<file path="config.mk">
export PLATFORM = sky130hd
export DESIGN_NAME = sorted_list_insert_delete
export DESIGN_NICKNAME = d
export VERILOG_FILES = /design/src/rtl/sli_pkg.sv /design/src/rtl/sorted_list_insert_delete.sv /design/src/rtl/sli_ctrl.sv /design/src/rtl/sli_datapath.sv
export SDC_FILE = /design/constraint.sdc
export NUM_CORES = 2
export LEC_CHECK = 0
export BUFFER_PORTS_ARGS = -buffer_cell sky130_fd_sc_hd__buf_4
export CAP_MARGIN = 30
export CELL_PAD_IN_SITES_DETAIL_PLACEMENT = 2
export CELL_PAD_IN_SITES_GLOBAL_PLACEMENT = 2
export CORE_MARGIN = 3
export CORE_UTILIZATION = 24
export DETAILED_ROUTE_END_ITERATION = 8
export PLACE_DENSITY_LB_ADDON = 0.1
export SETUP_SLACK_MARGIN = 0.1
export SYNTH_ARGS = -nofsm -noshare
export SYNTH_HDL_FRONTEND = slang
export SYNTH_SLANG_ARGS = --single-unit
</file>
<file path="constraint.sdc">
create_clock -name clk -period 7.05 [get_ports clk]
set_clock_uncertainty 0.1 [all_clocks]
set_input_delay 1.41 -clock clk [delete_from_list [all_inputs] [get_ports clk]]
set_output_delay 1.41 -clock clk [all_outputs]
set_load 0.01 [all_outputs]
</file>
<file path="src/rtl/sli_pkg.sv">
package sli_pkg;

	// List bound and derived widths
	localparam int CAPACITY = 16;
	localparam int CNT_W    = 7;
	localparam int IDX_W    = (CAPACITY > 1) ? $clog2(CAPACITY) : 1;
	localparam int VAL_W    = 32;
	localparam int MODE_W   = 2;
	localparam int STAT_W   = 3;
	localparam int OUT_W    = 48;
	localparam int OUT_PAD  = OUT_W - VAL_W - 2 * CNT_W;

	// Request kinds
	typedef enum logic [MODE_W-1:0] {
		MODE_INSERT = 2'd0,
		MODE_DELETE = 2'd1,
		MODE_DUMP   = 2'd2
	} mode_t;

	// Result status codes
	typedef enum logic [STAT_W-1:0] {
		ST_INSERTED = 3'd0,
		ST_DELETED  = 3'd1,
		ST_NOTFOUND = 3'd2,
		ST_EMPTY    = 3'd3,
		ST_FULL     = 3'd4,
		ST_DUMP     = 3'd5
	} status_t;

	// Controller to datapath
	typedef struct packed {
		logic accept;
		logic step;
	} cmd_t;

	// Datapath to controller
	typedef struct packed {
		logic produce;
		logic start_dump;
		logic dump_end;
	} stat_t;

endpackage

</file>
<file path="src/rtl/sorted_list_insert_delete.sv">
// Sorted list insert/delete: CAPACITY register cells kept in ascending order.
// Insert and delete requests are taken back to back while the result register is free;
// the compare-and-shift cell chain is combinational. Results are registered and appear
// in the cycle after acceptance. Dump emits one entry per cycle while the receiver takes
// them, from the cell read mux, and holds the input off until the last entry is loaded.
// Reset (arst_n low, asynchronous) empties the list; no clearing pass is needed.
module sorted_list_insert_delete (
	input  logic        clk,
	input  logic        arst_n,
	input  logic        s_tvalid,
	output logic        s_tready,
	input  logic [31:0] s_tdata,   // [31:0] value
	input  logic [1:0]  s_tuser,   // [1:0] mode
	output logic        m_tvalid,
	input  logic        m_tready,
	output logic [47:0] m_tdata,   // [31:0] item_value, [38:32] position, [45:39] count
	output logic [2:0]  m_tuser,   // [2:0] status
	output logic        m_tlast    // last
);

	sli_pkg::cmd_t  cmd;
	sli_pkg::stat_t st;

	logic signed [sli_pkg::VAL_W-1:0] out_value;
	logic [sli_pkg::CNT_W-1:0]        out_pos;
	logic [sli_pkg::CNT_W-1:0]        out_cnt;

	sli_ctrl u_ctrl (
		.clk       (clk),
		.arst_n    (arst_n),
		.in_valid  (s_tvalid),
		.in_ready  (s_tready),
		.out_valid (m_tvalid),
		.out_ready (m_tready),
		.st        (st),
		.cmd       (cmd)
	);

	sli_datapath u_dp (
		.clk        (clk),
		.arst_n     (arst_n),
		.mode       (s_tuser),
		.value      (s_tdata),
		.cmd        (cmd),
		.st         (st),
		.out_status (m_tuser),
		.out_value  (out_value),
		.out_pos    (out_pos),
		.out_cnt    (out_cnt),
		.out_last   (m_tlast)
	);

	// Pack result fields, lowest first
	assign m_tdata = {{sli_pkg::OUT_PAD{1'b0}}, out_cnt, out_pos, out_value};

endmodule

</file>
<file path="src/rtl/sli_ctrl.sv">
module sli_ctrl (
	input  logic           clk,
	input  logic           arst_n,
	input  logic           in_valid,
	output logic           in_ready,
	output logic           out_valid,
	input  logic           out_ready,
	input  sli_pkg::stat_t st,
	output sli_pkg::cmd_t  cmd
);

	typedef enum logic [1:0] {
		S_IDLE = 2'b01,
		S_DUMP = 2'b10
	} state_t;

	state_t state_q;
	logic   valid_q;
	logic   out_free;
	logic   load;

	// Output register is free when empty or being drained this cycle
	assign out_free   = !valid_q || out_ready;
	assign in_ready   = (state_q == S_IDLE) && out_free;
	assign cmd.accept = in_valid && in_ready;
	assign cmd.step   = (state_q == S_DUMP) && out_free;
	assign load       = (cmd.accept && st.produce) || cmd.step;
	assign out_valid  = valid_q;

	// Sequencer and output valid
	always_ff @(posedge clk or negedge arst_n) begin
		if (!arst_n) begin
			state_q <= S_IDLE;
			valid_q <= 1'b0;
		end else begin
			if (load)
				valid_q <= 1'b1;
			else if (out_ready)
				valid_q <= 1'b0;
			case (state_q)
				S_IDLE: begin
					if (cmd.accept && st.start_dump)
						state_q <= S_DUMP;
				end
				S_DUMP: begin
					if (cmd.step && st.dump_end)
						state_q <= S_IDLE;
				end
				default: state_q <= S_IDLE;
			endcase
		end
	end

endmodule

</file>
<file path="src/rtl/sli_datapath.sv">
module sli_datapath (
	input  logic                        clk,
	input  logic                        arst_n,
	input  logic [sli_pkg::MODE_W-1:0]  mode,
	input  logic signed [sli_pkg::VAL_W-1:0] value,
	input  sli_pkg::cmd_t               cmd,
	output sli_pkg::stat_t              st,
	output logic [sli_pkg::STAT_W-1:0]  out_status,
	output logic signed [sli_pkg::VAL_W-1:0] out_value,
	output logic [sli_pkg::CNT_W-1:0]   out_pos,
	output logic [sli_pkg::CNT_W-1:0]   out_cnt,
	output logic                        out_last
);

	localparam int CAP   = sli_pkg::CAPACITY;
	localparam int CNT_W = sli_pkg::CNT_W;
	localparam int IDX_W = sli_pkg::IDX_W;
	localparam int VAL_W = sli_pkg::VAL_W;

	logic signed [VAL_W-1:0] cell_q [CAP];
	logic signed [VAL_W-1:0] ins_next [CAP];
	logic signed [VAL_W-1:0] del_next [CAP];
	logic [CNT_W-1:0]        cnt_q;
	logic [CNT_W-1:0]        idx_q;
	logic [CNT_W-1:0]        idx_inc;
	logic [CNT_W-1:0]        del_pos;
	logic [CAP-1:0]          lt;
	logic [CAP-1:0]          eq;
	logic [CAP-1:0]          hit;
	logic                    full;
	logic                    empty;
	logic                    any_eq;
	logic                    wr_ins;
	logic                    wr_del;

	logic [sli_pkg::STAT_W-1:0] stat_q;
	logic signed [VAL_W-1:0]    val_q;
	logic [CNT_W-1:0]           pos_q;
	logic [CNT_W-1:0]           ocnt_q;
	logic                       last_q;

	assign full    = (cnt_q == CNT_W'(CAP));
	assign empty   = (cnt_q == '0);
	assign any_eq  = |eq;
	assign idx_inc = idx_q + CNT_W'(1);

	// Per-cell compare against the request value
	always_comb begin
		for (int i = 0; i < CAP; i++) begin
			lt[i] = (CNT_W'(i) < cnt_q) && (cell_q[i] < value);
			eq[i] = (CNT_W'(i) < cnt_q) && (cell_q[i] == value);
		end
	end

	// First match: prefix flags and 1-based position
	always_comb begin
		logic seen;
		seen    = 1'b0;
		del_pos = '0;
		for (int i = 0; i < CAP; i++) begin
			seen   = seen | eq[i];
			hit[i] = seen;
		end
		for (int i = CAP - 1; i >= 0; i--) begin
			if (eq[i])
				del_pos = CNT_W'(i + 1);
		end
	end

	// Shifted cell images for insert and delete
	always_comb begin
		for (int i = 0; i < CAP; i++) begin
			if (lt[i])
				ins_next[i] = cell_q[i];
			else if (i == 0)
				ins_next[i] = value;
			else if (lt[(i == 0) ? 0 : i - 1])
				ins_next[i] = value;
			else
				ins_next[i] = cell_q[(i == 0) ? 0 : i - 1];
			if (hit[i] && (i < CAP - 1))
				del_next[i] = cell_q[(i < CAP - 1) ? i + 1 : i];
			else
				del_next[i] = cell_q[i];
		end
	end

	assign wr_ins = cmd.accept && (mode == sli_pkg::MODE_INSERT) && !full;
	assign wr_del = cmd.accept && (mode == sli_pkg::MODE_DELETE) && !empty && any_eq;

	// Status toward the controller
	assign st.produce    = (mode == sli_pkg::MODE_INSERT) || (mode == sli_pkg::MODE_DELETE)
	                       || (mode == sli_pkg::MODE_DUMP);
	assign st.start_dump = (mode == sli_pkg::MODE_DUMP) && (cnt_q > CNT_W'(1));
	assign st.dump_end   = (idx_inc == cnt_q);

	// Cell chain
	always_ff @(posedge clk) begin
		for (int i = 0; i < CAP; i++) begin
			if (wr_ins)
				cell_q[i] <= ins_next[i];
			else if (wr_del)
				cell_q[i] <= del_next[i];
		end
	end

	// Occupancy and dump index
	always_ff @(posedge clk or negedge arst_n) begin
		if (!arst_n) begin
			cnt_q <= '0;
			idx_q <= '0;
		end else begin
			if (wr_ins)
				cnt_q <= cnt_q + CNT_W'(1);
			else if (wr_del)
				cnt_q <= cnt_q - CNT_W'(1);
			if (cmd.accept)
				idx_q <= CNT_W'(1);
			else if (cmd.step)
				idx_q <= idx_inc;
		end
	end

	// Result register
	always_ff @(posedge clk) begin
		if (cmd.step) begin
			stat_q <= sli_pkg::ST_DUMP;
			val_q  <= cell_q[idx_q[IDX_W-1:0]];
			pos_q  <= idx_inc;
			ocnt_q <= cnt_q;
			last_q <= (idx_inc == cnt_q);
		end else if (cmd.accept) begin
			val_q  <= value;
			pos_q  <= '0;
			ocnt_q <= cnt_q;
			last_q <= 1'b1;
			case (mode)
				sli_pkg::MODE_INSERT: begin
					if (full) begin
						stat_q <= sli_pkg::ST_FULL;
					end else begin
						stat_q <= sli_pkg::ST_INSERTED;
						ocnt_q <= cnt_q + CNT_W'(1);
					end
				end
				sli_pkg::MODE_DELETE: begin
					if (empty) begin
						stat_q <= sli_pkg::ST_EMPTY;
					end else if (!any_eq) begin
						stat_q <= sli_pkg::ST_NOTFOUND;
					end else begin
						stat_q <= sli_pkg::ST_DELETED;
						pos_q  <= del_pos;
						ocnt_q <= cnt_q - CNT_W'(1);
					end
				end
				sli_pkg::MODE_DUMP: begin
					if (empty) begin
						stat_q <= sli_pkg::ST_EMPTY;
					end else begin
						stat_q <= sli_pkg::ST_DUMP;
						val_q  <= cell_q[0];
						pos_q  <= CNT_W'(1);
						last_q <= (cnt_q == CNT_W'(1));
					end
				end
				default: stat_q <= stat_q;
			endcase
		end
	end

	assign out_status = stat_q;
	assign out_value  = val_q;
	assign out_pos    = pos_q;
	assign out_cnt    = ocnt_q;
	assign out_last   = last_q;

endmodule

</file>
# Word-level counts from Yosys, hierarchy flattened
# Memory sizes are Yosys's and may differ from the RTL's.
# Cells that the tools add are included.
[totals]
mem_count = 1
mem_bits_rw = 512
latch_bits = 0
elab_cells = 278
romBits = 0
reg_bits = 67
[classes]
n_mux = 117
n_addsub = 3
n_eq_ne = 25
multipliers = 0
n_reduce_logical = 60
bitwise = 30
shifts = 0
order_cmp = 33
div = 0
[memory_table]
columns = ["name", "words", "word_bits", "read_ports", "rd_ports_with_merged_regs", "write_ports", "line", "text"]
rows = [
  ["u_dp.cell_q", 16, 32, 17, 0, 16, "sli_datapath.sv:20", "logic signed [VAL_W-1:0] cell_q [CAP];"],
]
[op_table]
columns = ["operator", "count"]
rows = [
  ["$mux W32", 66],
  ["$eq A32 B32 Y1", 16],
  ["$lt A32 B32 Y1", 16],
  ["$mux W7", 13],
  ["$mux W5", 16],
  ["$lt A4 B7 Y1 const A", 8],
  ["$logic_and A1 B1 Y1", 44],
  ["$or A1 B1 Y1", 30],
  ["$lt A3 B7 Y1 const A", 4],
  ["$pmux W7 S2", 2],
  ["$reduce_or A16 Y1", 1],
  ["$add A7 B1 Y7 const B", 2],
  ["$lt A1 B7 Y1 const A", 2],
  ["$lt A2 B7 Y1 const A", 2],
  ["$mux W1", 12],
  ["$mux W3", 3],
  ["$pmux W3 S3", 1],
  ["$eq A7 B1 Y1 const B", 1],
  ["$eq A7 B5 Y1 const B", 1],
  ["$eq A7 B7 Y1", 1],
  ["$gt A7 B1 Y1 const B", 1],
  ["$logic_not A7 Y1", 1],
  ["$sub A7 B1 Y7 const B", 1],
  ["$mux W2", 3],
  ["other kinds (10)", 21],
]

# Depth between registers and ports, before layout
# An unclocked memory read counts as a cell.
[depth]
ltp_word = 24
ltp_mapped = 14

# Modules after synthesis
# Synthesis repeated with hierarchy kept, for this count alone.
[hier_totals]
cells_unflattened = 4406
hier_area_um2 = 45825.2
[modules_own_cells]
columns = ["module", "cells_per_inst", "instances", "area_each_um2"]
rows = [
  ["sli_datapath", 4389, 1, 45641.3],
  ["sli_ctrl", 14, 1, 165.2],
  ["sorted_list_insert_delete", 3, 1, 18.8],
]

# Worst setup path before layout
# Ideal clock, no wire load.
[synth_path]
kind = "input port to flip-flop"
startpoint = "input s_tdata[31]"
endpoint = "memory u_dp.cell_q[6][0], enable pin"
setup_ns = 0.470
t_arrival_ns = 6.296
stages = 12
path_buffers = 1
slack_ns = 0.183
required_time_ns = 6.480
path_cell_list = "inv_1 ha_1 and4_1 nand3_1 or4bb_2 nand4_4 nor4_4 nor3b_4 and3_1 clkbuf_2 nor2_1 a211oi_1"
[synth_lines]
columns = ["item", "line", "text"]
rows = [
  ["start, declared", "sorted_list_insert_delete.sv:12", "input logic [31:0] s_tdata,"],
  ["end, declared", "sli_datapath.sv:20", ""],
]

==> results.md <==
* Outcome: finished clean
* Data arrival, critical path at 6.51 ns
* Std cell rows at 158
* NetSw at 5.01 mW
* Seq cells post-synth at 579
* Placeable Area at 186000 µm²
* Worst Path Required at 7.40 ns
* Average via count per standard cell at 5.41
* WP buf/inv at 5
* Area of the multi-input gates at 26700 µm²
* Internal power at 8.47 mW
* Most Frequent Cell on Critical Path: buf_4
* Max Fclk at 163 MHz
* Slew headroom at 0.292
* RR Startpoint: u_dp.cell_q[13][17]
* Max-slew violations at 0
* Reg power frac at 0.346
* Top-level port count at 92
* CTS H-tree lvls at 3
* Reg area at 17300 µm²
* Chip width at 440 µm
* Synthesis-to-finish area growth at 17.8%
* Die height at 440 µm
* Max-Cap Viols at 0
* Power Total at 13.5 mW
* Depth of the worst hold-timing path at 1
* Post-layout minimum cycle time at 6.15 ns
* RSZ-0062 raised after global routing: no
* R2r setup slk at 1.96 ns
* Skew-Pair Late Insertion Delay at 0.75 ns
* DRT iter0 DRCs at 2704
* Critical Path Max Stage Delay at 1.05 ns
* Synth Instances at 4291
* Root buffer cell: clkbuf_16
* Antenna Nets Post-Route at 0
* FILL cells at 20335
* Vias in the first global route at 39670
* WP depth at 15
* Routed vias at 37811
* Final setup viols at 0
* # port buffers at 89
* Post-Route Setup TNS at 0 ns
* CTS tree: done
* Layout cells sized above 1 at 0.150
* Netlist cell types at 86
* Post-synth EDFFs at 559
* Avg Cell Area, Syn at 10.5 µm²
* Gpl congestion at 0.882
* Initial antenna violation count at 3
* CTS buffer count at 87
* DRC Markers at 0
* Routed WL at 239000 µm
* GRT Util Overall at 0.244
* Setup bufs post-CTS at 0
* Initial Util at 0.242
* Critical path launch point type: input port
* Ys async rst share at 0.0294
* Clock Power Share at 0.324
* Power share of the combinational group at 0.330
* Final HPWL DP at 179000 µm
* Hold Crit Class: flop to flop
* CP Capture Type: flop
* CTS Sinks at 579
* Final hold viol count at 0
* Initial DRT Pass Iterations at 5
* Sequential area share after synthesis at 0.383
* Crit Path Max Fanout at 49
* Largest net degree at the start of global routing at 85
* Clock transition at path regs at 0.06 ns
* DP Worst Slack at 0.257 ns
* Pleak at 21.1 nW
* Sw frac at 0.372
* Crit-path cells: buf_4 -> inv_1 -> ha_1 -> nand4_1 -> nor4_1 -> nand3_1 -> o2111ai_2 -> nor4_4 -> nor3b_4 -> buf_4 -> nand3_4 -> buf_12 -> buf_4 -> nor2_1 -> a21oi_1
* First-pass GRT wire length at 335000 µm
* Drt wl/cell at 34.2 µm
* Setup ws final at 0.899 ns
* Worst Tran Pin Value at 1.05 ns
* Synth Warn # at 0
* Clock tree buffer depth at 3
* Cell family with most CP delay: simple AND/OR/NAND/NOR gates
* Fin crit share at 0.872
* CP Class: input port to flop
* R2r worst-path depth at 13
* CTS resizes at 0
* Worst vdd ir at 0.000179 V
* Ys flop type: edfxtp_1
* Die Area at 193000 µm²
* Layout net count at 4994
* Hold path start: u_dp.out_status[2]
* Power per cell area at 253 nW/µm²
* Worst R2R End: u_dp.cell_q[6][28]
* Hold Buf Count CTS at 0
* Overflow after GRT at 0
* Worst Hold Path EP: u_dp.out_status[2]
* Worst path slowest cell: nor4_1
* Synthesized area at 45100 µm²
[through the flow]
step / instances / cell area, µm² / util / hold slack [ns]
after floorplan: 4292 / 45100 / - / 0.403
after global placement: 6822 / 50400 / 0.271 / 0.356
after detailed placement: 6826 / 50500 / 0.271 / 0.358
after CTS: 6981 / 53100 / 0.285 / 0.372
after global routing: 6982 / 53100 / 0.285 / 0.406
final: 6985 / 53200 / 0.285 / 0.369
[cells by family (layout without fill, tap and decap cells)]
group           after synthesis  count (layout)  synth area share
simple gates               1120            1120             0.113
fa+ha+maj                   520             520             0.144
xor+xnor                     23              23           0.00446
compound gates             1060            1060             0.133
mux                         651             651             0.189
flops                       579             579             0.383
other cells                   1               5         0.0000831
buf+inv                     337             547            0.0334
[layer usage]
layer  routed length, µm  GRT usage
met5                   0          0
met4                6150     0.0602
met3                6550     0.0217
met2              115000      0.413
met1              111000      0.336
[state kept, by name, summed over array words and instances, names as in the netlist]
name              cells
u_dp.idx_q            7
u_dp.out_cnt          7
u_ctrl.out_valid      1
u_dp.out_last         1
u_dp.cnt_q            7
u_dp.out_status       3
u_ctrl.state_q        2
u_dp.out_value       32
u_dp.out_pos          7
u_dp.cell_q         512
[cells in the mapped netlist, drive strengths merged, types with 17 or more instances]
master	count	area, µm²
nand2	205	769
a211oi	31	233
nand2b	18	113
nor2b	28	175
buf	152	810
o211ai	17	128
nor4	25	186
o21ai	201	1010
edfxtp	559	16800
nor2	565	2120
nand3	56	285
inv	77	289
clkbuf	108	407
mux4	160	3600
a21oi	611	3070
nor3	40	200
ha	520	6510
a21o	82	616
mux2i	487	4880
nand4	122	778
[area by class of cell]
class,count,share of cell area
Sequential cell,579,0.325
Multi-Input combinational cell,3376,0.502
Inverter,77,0.00544
Clock inverter,45,0.00744
Clock buffer,110,0.0430
Antenna cell,3,0.000141
Tap cell,2480,0.0584
Timing Repair Buffer,315,0.0584
[worst max-delay path by stage]
| stage | startpoint | endpoint |
|---|---|---|
| 2_1_floorplan | s_tdata[31] | u_dp.cell_q[6][0] |
| 3_3_place_gp | s_tdata[17] | u_dp.cell_q[7][18] |
| 3_5_place_dp | s_tdata[17] | u_dp.cell_q[6][28] |
| 4_1_cts | s_tdata[17] | u_dp.cell_q[6][28] |
| 5_1_grt | s_tdata[17] | u_dp.cell_q[2][24] |
| 6_report | s_tdata[17] | u_dp.cell_q[6][28] |
[power by group through the flow]
stage	clock [mW]	sequential [mW]	combinational, mW
floorplan	0	4.51	2.60
global placement	0	4.73	4.40
detailed placement	0	4.73	4.48
CTS	4.51	4.66	4.50
global route	4.61	4.69	4.77
finish	4.36	4.67	4.45
[layout by cell type, fill, tap and decap left out, drive strengths merged, types with 110 or more instances in the layout]
master	instances
a21oi	611
buf	315
clkbuf	110
edfxtp	559
ha	520
mux2i	487
mux4	160
nand2	205
nand4	122
nor2	565
o21ai	201
Power figures use the tool's default switching activity.
